**src/rtl/cpbf_pkg.sv**
```systemverilog
// ----------------------------------------------------------------------------
// cpbf_pkg
// Shared types, constants and helpers of the column predicate bitmap filter.
// ----------------------------------------------------------------------------
package cpbf_pkg;

  localparam int unsigned Lanes      = 8;
  localparam int unsigned ValueW     = 64;
  localparam int unsigned BlockW     = 13;
  localparam int unsigned CountW     = 17;
  localparam int unsigned CfgIndexW  = 2;

  localparam logic [CfgIndexW-1:0] RegThreshold = 2'd0;
  localparam logic [CfgIndexW-1:0] RegCompare   = 2'd1;
  localparam logic [CfgIndexW-1:0] RegCombine   = 2'd2;

  localparam logic [ValueW-1:0] MagMask = 64'h7FFF_FFFF_FFFF_FFFF;
  localparam logic [ValueW-1:0] ExpAll  = 64'h7FF0_0000_0000_0000;
  localparam logic [ValueW-1:0] SignBit = 64'h8000_0000_0000_0000;
  localparam logic [CountW-1:0] CountMax = 17'h1FFFF;

  typedef struct packed {
    logic [ValueW-1:0] key;
    logic              nan;
    logic              equal_mode;
  } cmp_cfg_t;

  typedef struct packed {
    logic [Lanes-1:0]  mask;
    logic [BlockW-1:0] block;
    logic              in_range;
    logic              pass_start;
  } stage_t;

  function automatic logic is_nan(input logic [ValueW-1:0] x);
    return (x & MagMask) > ExpAll;
  endfunction

  // Monotone unsigned key; both zeros share one key.
  function automatic logic [ValueW-1:0] order_key(input logic [ValueW-1:0] x);
    logic [ValueW-1:0] y;
    y = ((x & MagMask) == '0) ? '0 : x;
    return y[ValueW-1] ? ~y : (y | SignBit);
  endfunction

endpackage

```
**src/rtl/cpbf_lane.sv**
```systemverilog
// ----------------------------------------------------------------------------
// cpbf_lane
// Ordered double compare of one column value against the threshold.
// ----------------------------------------------------------------------------
module cpbf_lane (
  input  logic [cpbf_pkg::ValueW-1:0] value_i,
  input  cpbf_pkg::cmp_cfg_t          cfg_i,
  output logic                        match_o
);

  logic [cpbf_pkg::ValueW-1:0] key;
  logic                        v_nan;

  assign key   = cpbf_pkg::order_key(value_i);
  assign v_nan = cpbf_pkg::is_nan(value_i);

  always_comb begin
    if (v_nan || cfg_i.nan) begin
      match_o = 1'b0;
    end else if (cfg_i.equal_mode) begin
      match_o = (key == cfg_i.key);
    end else begin
      match_o = (key > cfg_i.key);
    end
  end

endmodule

```
**config.mk**
```make
export PLATFORM = sky130hd
export DESIGN_NAME = cpbf_lane
export DESIGN_NICKNAME = d
export VERILOG_FILES = /design/src/rtl/cpbf_pkg.sv /design/src/rtl/cpbf_lane.sv
export SDC_FILE = /design/constraint.sdc
export NUM_CORES = 1
export LEC_CHECK = 0
export BUFFER_PORTS_ARGS = -buffer_cell sky130_fd_sc_hd__buf_2
export CORE_MARGIN = 10
export CORE_UTILIZATION = 42
export DETAILED_ROUTE_END_ITERATION = 10
export PLACE_DENSITY = 0.8
export SLEW_MARGIN = 5
export SYNTH_ARGS = -nofsm -noshare
export SYNTH_HDL_FRONTEND = slang
export SYNTH_SLANG_ARGS = --single-unit
```
**constraint.sdc**
```tcl
create_clock -name vclk -period 3.8
set_input_delay 0.19 -clock vclk [all_inputs]
set_output_delay 0.19 -clock vclk [all_outputs]
set_load 0.02 [all_outputs]
```
## After elaboration in Yosys (flattened, before gate mapping)

Index checks and enable logic that the tools add are counted.

- Add/sub/neg operators: 0
- Multiply operators: 0
- Divide/modulo/power cells: 0
- Order comparisons: 2
- Equal/unequal tests: 1
- Shift-type cells: 0
- Multiplexer cells: 4
- Bitwise operators: 1
- Reduce and logical (&&, ||, !) cells: 2

Operators by type and width:

| kind | number |
|---|---|
| 64-bit two-way mux | 2 |
| 64-bit equality test | 1 |
| 64-bit > comparator | 1 |
| 64-bit logical NOT | 1 |
| 64-bit inverter | 1 |
| 63-bit > comparator, second input constant | 1 |
| 1-bit two-way mux | 2 |
| 1-bit logical OR | 1 |

- Bits in registers: 0
- Latch bits: 0
- Bits in writable memories: 0
- Memory bits (read-only): 0
- Output and inout bits: 1
- Logic and storage cells: 10
- Memories kept: 0

## Logic depth before layout (Yosys ltp)

Gate-level depths: netlist (run 1).

- Depth after elaboration: 7
- Gate-level depth with buffers: 15

## Least setup slack after synthesis (run 1)

Ideal clock, no wire load.

- Path kind: input -> output
- Start: in value_i[22] (netlist bit)
- End: out match_o
- Data arrival time: 3.828 ns
- Required time: 3.610 ns
- Slack: -0.218 ns
- Stages: 15
- Path buffers: 2
- Path through: nor4_1 -> nand4_1 -> or4_1 -> clkbuf_2 -> nor2_2 -> buf_2 -> nor2_1 -> ha_1 -> nand4_1 -> or4_1 -> nor4_1 -> mux2i_1 -> a21oi_1 -> mux2_4 -> a31oi_1

- Longest elaborated chain between the ends: 7
- Elaborated cells between the ends (all ways): 10
- Those cells by class: order compare (2); eq/ne (1); mux (4); bitwise (1); reduce/logical (2)

Ends and longest elaborated chain:

| item | RTL line | source |
|---|---|---|
| from (decl) | cpbf_lane.sv:6 | `input logic [cpbf_pkg::ValueW-1:0] value_i,` |
| 64-bit logical NOT | cpbf_pkg.sv:42 | `y = ((x & MagMask) == '0) ? '0 : x;` |
| 64-bit two-way mux | cpbf_pkg.sv:42 |  |
| 64-bit inverter | cpbf_pkg.sv:43 | `return y[ValueW-1] ? ~y : (y \| SignBit);` |
| 64-bit two-way mux | cpbf_pkg.sv:43 |  |
| 64-bit > comparator / 64-bit equality test (equally long branches) | cpbf_lane.sv:23, cpbf_lane.sv:21 |  |
| 1-bit two-way mux | cpbf_lane.sv:20 | `end else if (cfg_i.equal_mode) begin` |
| 1-bit two-way mux (*) | cpbf_lane.sv:18 | `if (v_nan \|\| cfg_i.nan) begin` |
| to (decl) | cpbf_lane.sv:8 | `output logic match_o` |

Mark *: on every way between the ends. The rest lies on a longest branch, timed or not.

## Worst setup path in the final report (run 1)

- Start: in value_i[31] (netlist bit)
- End: out match_o

Same word-level chain as after synthesis.

==> metrics.md, run 1 <==
| Metric | Value |
|---|---|
| Max-slew violation count | 0 |
| Worst-case vdd ir drop | 0.0653 mV |
| Synthesized cell area | roughly 2800 sq um |
| Die area | 10300 sq um |
| Area grow syn2layout | 56.3% |
| Crit path kind | primary input to primary output |
| Detailed Routing Iterations Pass 1 | 5 |
| Die Ht | 102 microns |
| Final period util | 1.04 |
| PnR worst setup slack | -0.167 ns |
| FF+latch count | 0 |
| Fin crit period | 3.97 ns |
| Reg area | 0 sq um |
| Share of layout cells above drive strength 1 | 0.384 |
| Critical Path Start Type | primary input |
| RD Place Congestion | ~0.9 |
| Final nets | 820 |
| Beginning of the critical path | value_i[31] |
| Mean Syn Cell Area | approximately 6.6 sq um |
| IO Count | approximately 130 |
| Final hold violation count | 0 |
| Initial DRC Count | around 80 |
| Synth top cells by count | 72 x nor2_1, 67 x inv_1, 63 x ha_1, 63 x xnor2_1, 20 x a21oi_1 |
| Cell taking the most area after synthesis | ha_1 |
| Hpwl dp | roughly 8800 microns |
| Worst slew pin tran | 0.612 ns |
| Unrepaired setup endpoints after global routing | yes |
| Main area contributors after synthesis | ha_1 28%, xnor2_1 20%, nor2_1 9.7% |
| Failing checks | negative setup slack |
| Total GRT Usage | 0.194 |
| Initial core utilization | 0.437 |
| Final Power | between 0.5 and 0.6 mW |
| Setup slack at placement | -0.555 ns |
| Final wirelength | ~10000 microns |
| Layout clock buffer count | 0 |
| Synth top area share | 0.282 |
| Worst-path maximum fanout | 6 |
| Synth Instances | ~420 |
| # DRC | 0 |
| Hold_buf cts | 0 |
| ANT nets after route | 0 |
| Gr ovfl total | 0 |
| Worst setup EP type | primary output |
| Hold Crit Start | cfg_i[0] |
| Seq/Total Area, Yosys | 0 |
| Fill cells | between 500 and 600 |
| Critical Path Sink | match_o |
| Vias after detailed routing | between 3000 and 4000 |
| Unique masters post-synth | 38 |
| Hold WS | ~0.78 ns |
| PD cells | approximately 120 nW/um^2 |
| Ys Warns | 0 |
| Final Setup Violations | 1 |
| WP data arrival | between 3 and 4 ns |
| Leak pwr | between 2 and 2.5 nW |
| Fmax | 252 MHz |
| Worst endpoint required time | approximately 3.6 ns |
| Port Buffers | between 100 and 150 |
| Initial antenna violation count | 1 |
| Core Box Area | 6390 sq um |
| Placed cells | 690 |
| DR vias/cell | between 5 and 6 |
| Largest net degree at the start of global routing | 41 |
| Rows | 29 |
| Final Non-Filler Cells | between 700 and 800 |
| Worst hold path type | primary input to primary output |
| Final TNS setup | -0.167 ns |
| Rel. slew slack | 0.592 |
| Die width | between 100 and 150 microns |
| Most numerous cell in the Yosys netlist | nor2_1 |
| Outcome | finished, violations left |
| First-pass GRT wire length | around 17000 microns |
| WHS Path Cells | 4 |
| Vias in the first global route | between 3000 and 4000 |
| Syn nets | between 600 and 700 |
| # Max-Cap Violations | 0 |
| WL per Instance | between 10 and 15 microns |
critical path, cell delays in order:
cell and delay, ns:
buf_6 0.10, nor4_4 0.32, nand4_1 0.13, or4_4 0.58, nor2_4 0.15, buf_6 0.15
nor2_1 0.05, ha_1 0.30, nand4_1 0.14, or4_4 0.61, a211o_1 0.25, a21oi_1 0.20
mux2_4 0.33, a31oi_4 0.14, buf_6 0.14
routing by layer:
| layer | routed length (microns) | vias to the layer above | GRT usage | share of wire |
|---|---|---|---|---|
| met5 | 0 | - | 0 | 0 |
| met4 | 218 | 0 | 0.0289 | 0.021 |
| met3 | 738 | 18 | 0.0313 | 0.071 |
| met2 | 5490 | 128 | 0.386 | 0.52 |
| met1 | 4010 | 1657 | 0.211 | 0.38 |
| li1 | - | 1855 | - | - |
stage by stage:
step | util | area (sq um)
global route | 0.683 | 4360
finish | 0.683 | 4360
floorplan | - | 2810
global placement | 0.642 | 4100
detailed placement | 0.642 | 4100
CTS | 0.679 | 4330
worst min path at each step:
stage | endpoint | slack, ns
floorplan | match_o | 0.60
global placement | match_o | 0.82
detailed placement | match_o | 0.82
CTS | match_o | 0.79
global route | match_o | 0.81
finish | match_o | 0.78
logic make-up after synthesis:
kind of cell | count (synthesis) | synth area share
simple gates | 152 | 0.265
fa+ha+maj | 63 | 0.282
xor+xnor | 64 | 0.201
compound gates | 57 | 0.128
mux | 2 | 0.00896
buf+inv | 83 | 0.115
report_power, final:
group	internal [mW]	switching [mW]
logic	0.286	0.256
clock network	0.0000000352	0
registers	0	0
placed cells by master, fill, tap and decap left out, types with 2 or more instances in the layout:
cell / instances
a31oi_1: 2
a21oi_1: 20
buf_12: 2
buf_2: 126
and3_1: 3
buf_6: 7
xnor2_1: 63
and4_1: 3
nor3_2: 2
nor4_2: 5
ha_1: 62
o211ai_1: 3
buf_4: 85
nor4_1: 9
nand3_1: 13
nand4_1: 18
nand2b_1: 2
nand2_1: 8
o21a_1: 2
a21boi_0: 2
a211oi_1: 3
nor4_4: 4
nor2_4: 2
or4_4: 2
o21ai_0: 11
a21o_1: 4
nand4b_1: 2
nor2_1: 69
a211o_1: 4
nor2_2: 2
inv_1: 67
nor3_1: 6
repair_timing:
| item | in CTS | in global routing |
|---|---|---|
| setup endpoints to repair | 1 | 1 |
| gates resized for setup | 26 | 5 |
| buffers inserted | 13 | 0 |
| pin swaps | 15 | 1 |
final cells by class:
class	instances	area (sq um)	area share
inverter	67	251	0.0576
multi-input combinational	338	2630	0.602
antenna	1	2.50	0.000574
tap	77	96.3	0.0221
timing repair buffer	220	1390	0.318
No activity file was read; power rests on OpenSTA's default activity.
==> run 2, diff against run 1 <==
- GPL_ROUTABILITY_DRIVEN: not set -> 0
- PLACE_DENSITY: 0.8 -> 0.77
- clock period: 3.8 -> 4.1 ns (I/O delays scaled with it)
==> run 2 against run 1 <==
  * The flow now finishes without violations
  * Final cell count fell by 8.7%
  * Flip-flop and latch count did not move
  * Global-route usage fell by 3.0 points
  * Routed wire length fell by 8.3%
  * Critical path depth did not move
  * Non-clock buffer count fell by 60
  * Die area did not move
  * Power fell by 16%
  * Cell area fell by 7.2%
  * Sequential share of layout area did not move
  * Combinational power fell by 16%
  * Setup slack improved by 0.20 ns
  * Largest cell class unchanged
  * Largest power group unchanged
  * Highest routed layer unchanged
==> metrics.md, run 2 (synthesis gave the netlist of run 1 again) <==
| Metric | Value |
|---|---|
| Final nets | between 700 and 800 |
| Final Instance Area | a little over 4000 sq um |
| Fin util | 0.634 |
| Worst-path cell chain | buf_6 > nor4_4 > nand4_1 > or4_4 > nor2_4 > clkbuf_16 > nor2_1 > ha_1 > nand4_1 > or4_4 > a211o_1 > a21oi_2 > mux2_4 > a31oi_4 > buf_6 |
| Area grow syn2layout | 45.0% |
| Die Ht | around 100 microns |
| Fin crit period | between 4 and 5 ns |
| Gr ovfl total | 0 |
| Total GRT Usage | 0.164 |
| Port Buffers | around 130 |
| Outcome | finished clean |
| Commonest cells after routing, fill and taps aside | 122 x buf_2, 67 x inv_1, 67 x nor2_1 |
| Initial antenna violation count | 0 |
| Worst slew pin tran | roughly 0.65 ns |
| WHS Path Cells | 4 |
| Most Crowded Layer GR | met2 |
| Reg area | 0 sq um |
| Max-slew violation count | 0 |
| Final wirelength | roughly 9600 microns |
| Vias after detailed routing | between 3000 and 4000 |
| Core Box Area | between 6000 and 7000 sq um |
| Die width | ~100 microns |
| Met3 Resource Use GR | 0.0436 |
| Worst endpoint required time | between 3 and 4 ns |
| Diode count | 0 |
| WL per Instance | ~15 microns |
| Crit path buf inv count | 3 |
| Layout clock buffer count | 0 |
| Die area | between 10000 and 15000 sq um |
| WP data arrival | just under 4 ns |
| Slowest stage cell, crit path | or4_4 |
| Detailed Routing Iterations Pass 1 | 4 |
| Hold Crit Start | cfg_i[0] |
| First-pass GRT wire length | between 10000 and 15000 microns |
| Final TNS setup | 0 ns |
| Initial DRC Count | 77 |
| Share of layout cells above drive strength 1 | 0.333 |
| Rel. slew slack | 0.569 |
| Area occupied by multi-input gates | 2720 sq um |
| Rows | 29 |
| Vias in the first global route | about 3500 |
| Worst setup EP type | primary output |
| Worst-case vdd ir drop | approximately 0.095 mV |
| DR vias/cell | roughly 5.2 |
| Initial core utilization | 0.437 |
| PD cells | 112 nW/um^2 |
| Final hold violation count | 0 |
| Largest net degree at the start of global routing | 42 |
| Fill cells | between 500 and 600 |
| Hpwl dp | about 7900 microns |
| # Max-Cap Violations | 0 |
| Met2 GRT Util | 0.301 |
| Final Setup Violations | 0 |
| Worst hold path type | primary input to primary output |
| FF+latch count | 0 |
| Worst Hold Endpoint | match_o |
| Met1 global-route usage | 0.190 |
| Leak pwr | about 2.1 nW |
| Cell family with most CP delay | simple AND/OR/NAND/NOR gates |
| Worst path max stage delay | around 0.57 ns |
| Final Power | 0.454 mW |
| Worst-path maximum fanout | 8 |
| Most common cell after layout, fill and taps aside | buf_2 |
| Fmax | approximately 250 MHz |
| ANT nets after route | 0 |
| Area post-placement | 3670 sq um |
| # DRC | 0 |
| Final period util | 0.993 |
| IO Count | 131 |
| Hold WS | between 0.8 and 0.9 ns |
| Crit path kind | primary input to primary output |
| Critical Path Start Type | primary input |
## run 2: stage by stage
stage | setup slack [ns] | std cells
floorplan | 0.0523 | 421
global placement | -0.0395 | 636
detailed placement | -0.156 | 636
CTS | 0.0135 | 636
global route | -0.0984 | 642
finish | 0.0297 | 642
## run 2: where the power goes
group / internal [mW] / switching, mW / leakage (nW)
clock: 0 / 0 / 0
combinational: 0.226 / 0.228 / 2.09
sequential: 0 / 0 / 0
## run 2: area by class of cell
class / count / share of cell area
inverter: 67 / 0.0621
multi-input combinational: 338 / 0.671
tap: 77 / 0.0238
timing repair buffer: 160 / 0.243
## run 2: repair_timing
action,CTS,global route
setup endpoints to repair,1,1
pin swaps,3,21
resized for setup,8,44
cloned,0,2
setup buffers,0,4
hold buffers,0,0
## run 2: layer usage
layer | wire, microns | part of all wire
met4 | 133 | 0.014
met5 | 0 | 0
met1 | 3800 | 0.40
met2 | 4880 | 0.51
met3 | 775 | 0.081
## run 2: worst max path at each step
stage	start	slack, ns	endpoint	cells after the start
after floorplan	value_i[22]	0.05	match_o	15
final	value_i[27]	0.03	match_o	15
after global routing	value_i[21]	-0.1	match_o	17
after global placement	value_i[17]	-0.04	match_o	16
after detailed placement	value_i[12]	-0.16	match_o	16
after CTS	value_i[22]	0.01	match_o	16
