## src/rtl/cpbf_pkg.sv

```systemverilog
// ----------------------------------------------------------------------------
// cpbf_pkg
// Shared types, constants and helpers of the column predicate bitmap filter.
// ----------------------------------------------------------------------------
package cpbf_pkg;

  localparam int unsigned Lanes      = 8;
  localparam int unsigned ValueW     = 64;
  localparam int unsigned BlockW     = 13;
  localparam int unsigned CountW     = 17;
  localparam int unsigned CfgIndexW  = 2;

  localparam logic [CfgIndexW-1:0] RegThreshold = 2'd0;
  localparam logic [CfgIndexW-1:0] RegCompare   = 2'd1;
  localparam logic [CfgIndexW-1:0] RegCombine   = 2'd2;

  localparam logic [ValueW-1:0] MagMask = 64'h7FFF_FFFF_FFFF_FFFF;
  localparam logic [ValueW-1:0] ExpAll  = 64'h7FF0_0000_0000_0000;
  localparam logic [ValueW-1:0] SignBit = 64'h8000_0000_0000_0000;
  localparam logic [CountW-1:0] CountMax = 17'h1FFFF;

  typedef struct packed {
    logic [ValueW-1:0] key;
    logic              nan;
    logic              equal_mode;
  } cmp_cfg_t;

  typedef struct packed {
    logic [Lanes-1:0]  mask;
    logic [BlockW-1:0] block;
    logic              in_range;
    logic              pass_start;
  } stage_t;

  function automatic logic is_nan(input logic [ValueW-1:0] x);
    return (x & MagMask) > ExpAll;
  endfunction

  // Monotone unsigned key; both zeros share one key.
  function automatic logic [ValueW-1:0] order_key(input logic [ValueW-1:0] x);
    logic [ValueW-1:0] y;
    y = ((x & MagMask) == '0) ? '0 : x;
    return y[ValueW-1] ? ~y : (y | SignBit);
  endfunction

endpackage

```

## src/rtl/cpbf_merge.sv

```systemverilog
// ----------------------------------------------------------------------------
// cpbf_merge
// Combines lane masks with the stored byte when combine_i is set, counts matches, holds the result.
// ----------------------------------------------------------------------------
module cpbf_merge (
  input  logic                         clk_i,
  input  logic                         rst_ni,
  input  logic                         adv_i,
  input  cpbf_pkg::stage_t             stage_i,
  input  logic [cpbf_pkg::Lanes-1:0]   stored_i,
  input  logic                         combine_i,
  output logic [cpbf_pkg::Lanes-1:0]   final_mask_o,
  output logic [cpbf_pkg::Lanes-1:0]   match_mask_o,
  output logic [cpbf_pkg::CountW-1:0]  match_count_o
);

  logic [cpbf_pkg::Lanes-1:0]  stored;
  logic [cpbf_pkg::Lanes-1:0]  fmask;
  logic [3:0]                  ones;
  logic [cpbf_pkg::CountW-1:0] base;
  logic [cpbf_pkg::CountW:0]   sum;
  logic [cpbf_pkg::CountW-1:0] count_d;
  logic [cpbf_pkg::CountW-1:0] count_q;
  logic [cpbf_pkg::Lanes-1:0]  mask_q;

  assign stored = stage_i.in_range ? stored_i : '1;
  assign fmask  = combine_i ? (stage_i.mask & stored) : stage_i.mask;

  always_comb begin
    ones = '0;
    for (int i = 0; i < cpbf_pkg::Lanes; i++) begin
      ones = ones + {3'b000, fmask[i]};
    end
  end

  assign base    = stage_i.pass_start ? '0 : count_q;
  assign sum     = {1'b0, base} + {{(cpbf_pkg::CountW - 3){1'b0}}, ones};
  assign count_d = sum[cpbf_pkg::CountW] ? cpbf_pkg::CountMax : sum[cpbf_pkg::CountW-1:0];

  always_ff @(posedge clk_i or negedge rst_ni) begin
    if (!rst_ni) begin
      count_q <= '0;
    end else if (adv_i) begin
      count_q <= count_d;
    end
  end

  always_ff @(posedge clk_i) begin
    if (adv_i) begin
      mask_q <= fmask;
    end
  end

  assign final_mask_o  = fmask;
  assign match_mask_o  = mask_q;
  assign match_count_o = count_q;

endmodule

```

## config.mk

```make
export PLATFORM = sky130hd
export DESIGN_NAME = cpbf_merge
export DESIGN_NICKNAME = d
export VERILOG_FILES = /design/src/rtl/cpbf_pkg.sv /design/src/rtl/cpbf_merge.sv
export SDC_FILE = /design/constraint.sdc
export NUM_CORES = 1
export LEC_CHECK = 0
export ABC_CLOCK_PERIOD_IN_PS = 3410
export BUFFER_PORTS_ARGS = -buffer_cell sky130_fd_sc_hd__buf_2
export CORE_ASPECT_RATIO = 1.4
export CORE_MARGIN = 8
export CORE_UTILIZATION = 43
export CTS_CLUSTER_DIAMETER = 30
export DETAILED_ROUTE_END_ITERATION = 8
export PLACE_DENSITY = 0.87
export SLEW_MARGIN = 20
export SYNTH_ARGS = -nofsm -noshare
export SYNTH_HDL_FRONTEND = slang
export SYNTH_SLANG_ARGS = --single-unit
```

## constraint.sdc

```tcl
create_clock -name clk_i -period 3.41 [get_ports clk_i]
set_input_delay 0 -clock clk_i [delete_from_list [all_inputs] [get_ports clk_i]]
set_output_delay 0 -clock clk_i [all_outputs]
set_load 0.01 [all_outputs]
```

## After elaboration in Yosys (flattened, before gate mapping)

Index checks and enable logic that the tools add are counted.

| storage, ports and cells | value |
|---|---|
| logic and storage cells | 15 |
| register bits after elaboration | 25 |
| output and inout bits | 33 |

| operators by class | value |
|---|---|
| muxes and demuxes | 4 |
| $add $sub $neg | 8 |
| bitwise operators | 1 |

Operator list:

| kind | count |
|---|---|
| two-way mux 17 bit | 2 |
| adder 17 x 4 -> 18 bit | 1 |
| adder 4 x 1 -> 4 bit | 4 |
| two-way mux 8 bit | 2 |
| bitwise AND 8 bit | 1 |
| adder 3 x 1 -> 4 bit | 1 |
| adder 2 x 1 -> 3 bit | 1 |
| adder 1 x 1 -> 2 bit | 1 |

## Logic depth before layout (Yosys ltp)

Gate-level depths: netlist of the first run.

| depth | value |
|---|---|
| word-level depth | 12 |
| mapped depth | 14 |
| gate-level depth less buffers | 14 |

## Worst setup path after synthesis of the first run

No wires, ideal clock.

| path | value |
|---|---|
| path kind | in2reg |
| from | input combine_i |
| to | register count_q (netlist bit match_count_o[14]) |
| cell stages on the path | 12 |
| setup slack | -265 ps |
| path buffers | 0 |
| arrival | 3579 ps |
| path through | nand2_1 > o21ai_0 > fa_1 > fa_1 > fa_1 > fa_1 > fa_1 > nor2b_1 > o31a_1 > and2_1 > a41oi_1 > a311oi_2 |

| on the way | value |
|---|---|
| longest elaborated chain between the ends | 10 |

Ends and longest elaborated chain:

| item | line | RTL |
|---|---|---|
| start: declaration | cpbf_merge.sv:11 | `input logic combine_i,` |
| two-way mux 8 bit (*) | cpbf_merge.sv:27 | `assign fmask = combine_i ? (stage_i.mask & stored) : stage_i.mask;` |
| adder 1 x 1 -> 2 bit | cpbf_merge.sv:32 | `ones = ones + {3'b000, fmask[i]};` |
| adder 2 x 1 -> 3 bit | cpbf_merge.sv:32 |  |
| adder 3 x 1 -> 4 bit | cpbf_merge.sv:32 |  |
| adder 4 x 1 -> 4 bit (3 in series) | cpbf_merge.sv:32 |  |
| adder 4 x 1 -> 4 bit (*) | cpbf_merge.sv:32 |  |
| adder 17 x 4 -> 18 bit (*) | cpbf_merge.sv:37 | `assign sum = {1'b0, base} + {{(cpbf_pkg::CountW - 3){1'b0}}, ones};` |
| two-way mux 17 bit (*) | cpbf_merge.sv:38 | `assign count_d = sum[cpbf_pkg::CountW] ? cpbf_pkg::CountMax : sum[cpbf_pkg::CountW-1:0];` |
| end signal: assignment | cpbf_merge.sv:44 | `count_q <= count_d;` |
| end: declaration | cpbf_merge.sv:23 | `logic [cpbf_pkg::CountW-1:0] count_q;` |

Every way passes the cells marked *; elsewhere a longest branch is shown, timed or not.
A chain may end at the register's enable or synchronous reset.

## Worst setup path in the final report of the first run

| path | value |
|---|---|
| from | input stage_i[1] (netlist name) |
| to | register count_q (netlist bit match_count_o[14]) |

| on the way | value |
|---|---|
| longest elaborated chain between the ends | 12 |

Ends and longest elaborated chain:

| item | line | RTL |
|---|---|---|
| start: declaration | cpbf_merge.sv:9 | `input cpbf_pkg::stage_t stage_i,` |
| two-way mux 8 bit (*) | cpbf_merge.sv:26 | `assign stored = stage_i.in_range ? stored_i : '1;` |
| bitwise AND 8 bit (*) | cpbf_merge.sv:27 |  |
| two-way mux 8 bit (*) | cpbf_merge.sv:27 |  |
| adder 1 x 1 -> 2 bit | cpbf_merge.sv:32 |  |
| adder 2 x 1 -> 3 bit | cpbf_merge.sv:32 |  |
| adder 3 x 1 -> 4 bit | cpbf_merge.sv:32 |  |
| adder 4 x 1 -> 4 bit (3 in series) | cpbf_merge.sv:32 |  |
| adder 4 x 1 -> 4 bit (*) | cpbf_merge.sv:32 |  |
| adder 17 x 4 -> 18 bit (*) | cpbf_merge.sv:37 |  |
| two-way mux 17 bit (*) | cpbf_merge.sv:38 |  |

Marked as above.

==> results of run 1 <==
==> worst min-delay path by stage <==
stage | end | cells past startpoint | startpoint
detailed placement | match_count_o[10] | 1 | rst_ni
global placement | match_count_o[11] | 1 | rst_ni
global route | match_mask_o[0] | 3 | stage_i[15]
CTS | match_mask_o[0] | 3 | stage_i[15]
floorplan | match_count_o[0] | 0 | rst_ni
finish | match_mask_o[0] | 3 | stage_i[15]
==> through the flow <==
step | util [%] | total power [mW]
finish | 59.48 | 0.9596
global route | 59.48 | 1.033
CTS | 57.52 | 0.9448
global placement | 55.77 | 0.7508
detailed placement | 55.77 | 0.7654
floorplan | - | 0.6195
==> logic make-up (layout without fill, tap and decap cells) <==
family | count (synthesis) | in the layout | share of synthesized area, %
AO/OA/AOI/OAI | 48 | 48 | 21.65
adder cells (fa/ha/maj) | 11 | 11 | 11.18
XOR/XNOR | 2 | 2 | 1.118
buffers and inverters | 19 | 90 | 4.552
AND/OR/NAND/NOR | 50 | 50 | 19.01
flip-flops | 25 | 25 | 42.49
==> registers in the layout (all words and copies together), names as in the netlist <==
register	cells
match_count_o	17
match_mask_o	8
==> cell usage after synthesis (2+ instances only) <==
master     number  area share, %
a211oi_1        3            1.4
a21oi_1        10            3.2
a311oi_1        3            1.7
a31oi_1         5            2.0
a41oi_1         2            1.1
and2_1          5            2.0
clkbuf_1        4           0.96
dfrtp_1        17             27
edfxtp_1        8             15
fa_1            5            6.4
ha_1            6            4.8
inv_1          15            3.6
nand2_1         8            1.9
nand2b_1        3            1.2
nand3b_1        2           0.96
nand4_1         2           0.80
nor2_1          9            2.2
nor2b_1         6            2.4
nor3_1          5            1.6
o2111ai_1       2            1.1
o21a_1          2           0.96
o21ai_0        11            3.5
o22a_1          2            1.1
==> final cells by class <==
class,count,area [sq um],area share [%]
flip-flops and latches,25,665.6,31.28
well taps,42,52.55,2.469
multi-input cells,111,888.4,41.74
repair buffers,71,420.4,19.75
clock buffers,4,45.04,2.116
inverters,15,56.30,2.646
==> report_power, final <==
group          total, mW  internal, mW  switching [mW]
sequential         0.377         0.350          0.0270
clock              0.180        0.0837          0.0959
combinational      0.403         0.199           0.204
==> worst max-delay path: cells and delay by family <==
family,cells,cell delay [ps]
fa+ha+maj,5,2240
compound gates,4,800
simple gates,3,400
buf+inv,2,130
==> layer usage <==
metal | share of wire, % | vias up | GRT usage, %
met3 | 8.1 | 7 | 3.351
li1 | - | 709 | -
met1 | 38 | 692 | 15.61
met2 | 51 | 47 | 25.39
met4 | 2.1 | 0 | 7.824
met5 | 0 | - | 0
==> repair_timing <==
item,in CTS,in global routing
resized for setup,0,11
endpoints found under the hold margin,17,0
pin swaps,2,11
hold buffers,1,0
setup endpoints to repair,5,7
setup buffers,1,4
==> results.md, run 1 <==
* Clk sink count at 25
* Max-slew headroom at between 60% and 70%
* Routed wire length per instance at 16.52 um
* Total wire length at 4.427 mm
* Largest net degree at the start of global routing at 23
* Area of placed instances at between 0.0015 and 0.002 sq mm
* Finished Layout Cells at approximately 270
* Initial Util at between 40 and 50%
* Most used cell, CP: fa_1
* First-pass GRT wire length at between 6 and 7 mm
* Max Freq at approximately 0.3 GHz
* Sequential area share after synthesis at 42.49%
* Design Area, Final at 0.002128 sq mm
* Top_reg_cell synth: dfrtp_1
* Clock Path Buffers at 2
* CP max FO at 5
* Post-DR vias/cell at 5.429
* GRT Total Usage at 14.59%
* Startpoint Class: primary input
* IO Port Bufs at 54
* Total CTS buffers at 3
* Core box area at 0.003578 sq mm
* Post-Synthesis Cells at about 160
* CP Cell Sequence: buf_8, nand2_8, o21a_4, inv_2, fa_1, fa_1, fa_1, fa_2, fa_2, nor2b_2, o31a_1, and2_4, a41oi_2, a311oi_2
* ANT nets after route at 0
* ANT cells at 0
* # rows at 26
* Area growth from synthesis to layout at 35.86%
* Worst R2R Path Depth at 10
* Layout cells sized above 1 at 39.82%
* Reg-to-reg endpoint: match_count_o[14]
* Run status: finished, violations left
* Clock Latency Late Sink at 270 ps
* Slowest CP cell: fa_1
* Worst setup EP type: flip-flop
* # Max-Cap Violations at 0
* DR DRC count at 0
* Crit Path Category: in2reg
* Net Count, Synth at 201
* # H-tree levels at 1
* Post-synth EDFFs at 8
* Via count at 1455
* Top-Level Pins at ~70
* Dpl hpwl at 3.361 mm
* Endpoints failing setup at 1
* Count of final max-slew check failures at 0
* RSZ-0062 raised after global routing: true
* Fin. Hold Viols at 0
* Synth Register Bits at 25
* Synth Cell Area at approximately 0.0016 sq mm
* # nets final at 273
* Filler cell count at slightly below 300
* Ys async rst share at 68.00%
* Commonest non-fill, non-tap cell in the layout: buf_2
* Reg2reg setup slack at approximately 130 ps
* Chip Height at 87.42 um
* Distinct cells, synth at 43
* Worst VDD drop at approximately 0.28 mV
* HP Class: in2reg
* Failing checks: negative setup slack
* Number of global-route vias before repair at 1469
* Final Critical Period at 3413 ps
* Post-Place Cells at 258
* Pre-CTS setup slack at -335.9 ps
* DR iter-0 viols at 53
* Hold_ws at slightly above 50 ps
* CP endpoint: match_count_o[14]
* Static Leak at 1.023 nW
* CP Data Arrival Time at 3590 ps
* Crit path from: stage_i[1]
* Most frequent cells in the layout: 52 x buf_2, 17 x dfrtp_1, 16 x buf_4
* Yosys Warn Count at 0
* DRT Pass-1 Iters at 4
* Period utilization at 100.1%
* Initial antenna violation count at 0
* WP data required at 3590 ps
* Full die area at 0.005858 sq mm
* Root Buffer: clkbuf_8
* Total negative slack at -2.693 ps
* Worst Skew at 3.908 ps
* Global route overflow at 0
* Critical R2R Launch: match_count_o[0]
* Worst slew pin tran at 471.9 ps
* CTS tree: built
* Final worst setup slack at -2.693 ps
* Largest stage delay on the critical path at 530 ps
* Die W at 67.01 um
* Placer Congestion at 0.8572
* Post-Syn Area per Cell at 10.11 sq um
* Power per cell area at 450.9 mW/mm^2
* CTS clk-pin slew, worst paths at 90 ps
(Power assumes the default switching activity.)
==> inputs of run 2 (changes only) <==
Settings changed: SETUP_SLACK_MARGIN set to 0.2.
==> results.md, run 2 (synthesis results as in run 1) <==
* Static Leak at 1.019 nW
* WP data required at 3580 ps
* Max-slew headroom at 65.47%
* Power per cell area at 451.5 mW/mm^2
* Clock Path Buffers at 2
* # H-tree levels at 1
* ANT cells at 0
* Combinational Power Share at 42.1%
* Clk sink count at 25
* Core box area at 0.003578 sq mm
* HP Class: in2reg
* # Max-Cap Violations at 0
* Run status: finished clean
* DR iter-0 viols at 66
* Number of global-route vias before repair at between 1500 and 2000
* GRT Total Usage at 15.22%
* Full die area at 0.005858 sq mm
* Max reg flops at 17
* DR DRC count at 0
* Sw frac at 34.96%
* Fin. Hold Viols at 0
* CP max FO at 4
* Total negative slack at 0 ps
* Filler cell count at 324
* Startpoint Class: primary input
* Die W at 67.01 um
* Crit Path Category: in2reg
* Dpl hpwl at 3.292 mm
* Clock share of power at 18.8%
* Critical R2R Launch: match_count_o[0]
* Final Critical Period at 3343 ps
* Count of final max-slew check failures at 0
* CTS tree: built
* Worst VDD drop at 0.2452 mV
* Chip Height at between 80 and 90 um
* ANT nets after route at 0
* Initial antenna violation count at 0
* Period utilization at 98.03%
* DRT Pass-1 Iters at 4
* Routed wire length per instance at 16.81 um
* Endpoints failing setup at 0
* CTS clk-pin slew, worst paths at 90 ps
* Root Buffer: clkbuf_8
* Post-Place Cells at 255
* Worst setup EP type: flip-flop
* Clock Latency Late Sink at around 280 ps
* IO Port Bufs at 54
* Post-DR vias/cell at 5.670
* Most frequent cells in the layout: 52 x buf_2, 17 x dfrtp_1, 14 x inv_1
* Via count at 1497
* Max Freq at 0.2991 GHz
* Int Pwr at 0.6308 mW
* Global route overflow at 0
* Crit path from: stage_i[1]
* Final worst setup slack at 67.05 ps
* Finished Layout Cells at 264
* RSZ-0062 raised after global routing: true
* Total CTS buffers at 3
* Hold_ws at 41.75 ps
* # rows at 26
* Tot Pwr at 0.9699 mW
* Top-Level Pins at 68
* Sequential power share at 39.1%
* Largest net degree at the start of global routing at 23
* Commonest non-fill, non-tap cell in the layout: buf_2
* Total wire length at about 4.4 mm
* Area growth from synthesis to layout at 37.14%
* CP Data Arrival Time at 3510 ps
* Worst slew pin tran at 512.5 ps
* # nets final at roughly 270
* NetSw at about 0.34 mW
* First-pass GRT wire length at 7.038 mm
* Hold path start: stage_i[15]
* Placer Congestion at roughly 0.86
* Worst Skew at 2.484 ps
* Initial Util at about 44%
* Layout cells sized above 1 at between 40 and 50%
* Pre-CTS setup slack at -303.7 ps
[run 2: cell count changes in the layout (fill, tap and decap cells not counted), sizes merged]
cell / change
clkinv: +1
buf: -4
clkbuf: -1
[run 2: per-layer routing]
layer,vias to the layer above,global-route usage (%),share of wire (%)
li1,705,-,-
met4,0,6.107,1.8
met1,714,17.00,37
met2,71,25.83,50
met5,-,0,0
met3,7,4.639,12
[run 2: critical path, stage by stage]
cell and delay, ps:
buf_8 80, nand2_8 50, o21a_4 190, inv_2 50, fa_1 410, fa_1 480, fa_1 530, fa_2 400
fa_2 420, nor2b_2 140, o31a_1 230, buf_4 150, nor2b_2 130, a31oi_1 50, o22a_1 200
[run 2: cell type report]
| class | instances | area [sq um] | area share, % |
|---|---|---|---|
| multi-input cells | 111 | 925.9 | 43.10 |
| flip-flops and latches | 25 | 665.6 | 30.98 |
| repair buffers | 67 | 401.6 | 18.70 |
| inverters | 15 | 56.30 | 2.621 |
| well taps | 42 | 52.55 | 2.446 |
| clock buffers | 3 | 41.29 | 1.922 |
| clock inverters | 1 | 5.005 | 0.2330 |
[run 2: timing repair]
item                       CTS  global route
hold buffers                 1             0
setup endpoints to repair    7             8
hold endpoints to repair    17             0
buffers inserted             2             2
gates resized for setup     15             7
pin swaps                   12            10
[run 2: power by group through the flow]
stage / registers, mW / logic [mW] / clock network, mW
global placement: 0.385 / 0.368 / 0
floorplan: 0.400 / 0.220 / 0
CTS: 0.380 / 0.393 / 0.183
finish: 0.380 / 0.408 / 0.182
global route: 0.385 / 0.468 / 0.192
detailed placement: 0.386 / 0.378 / 0
[run 2: per-stage QoR]
step | utilization [%] | instance area [sq um]
3_3_place_gp | 55.14 | 1973
3_5_place_dp | 55.14 | 1973
5_1_grt | 60.04 | 2148
6_report | 60.04 | 2148
2_1_floorplan | - | 1605
4_1_cts | 58.67 | 2100
[run 2: path summary, 6_finish.rpt]
kind,depth (start not counted),slack [ps],to
min reg2reg,1,560,match_count_o[7]
max in group asynchronous,2,2960,match_count_o[2]
min in group asynchronous,2,170,match_count_o[15]
max reg2reg,11,90,match_count_o[4]
min,3,40,match_mask_o[0]
max,15,70,match_count_o[4]
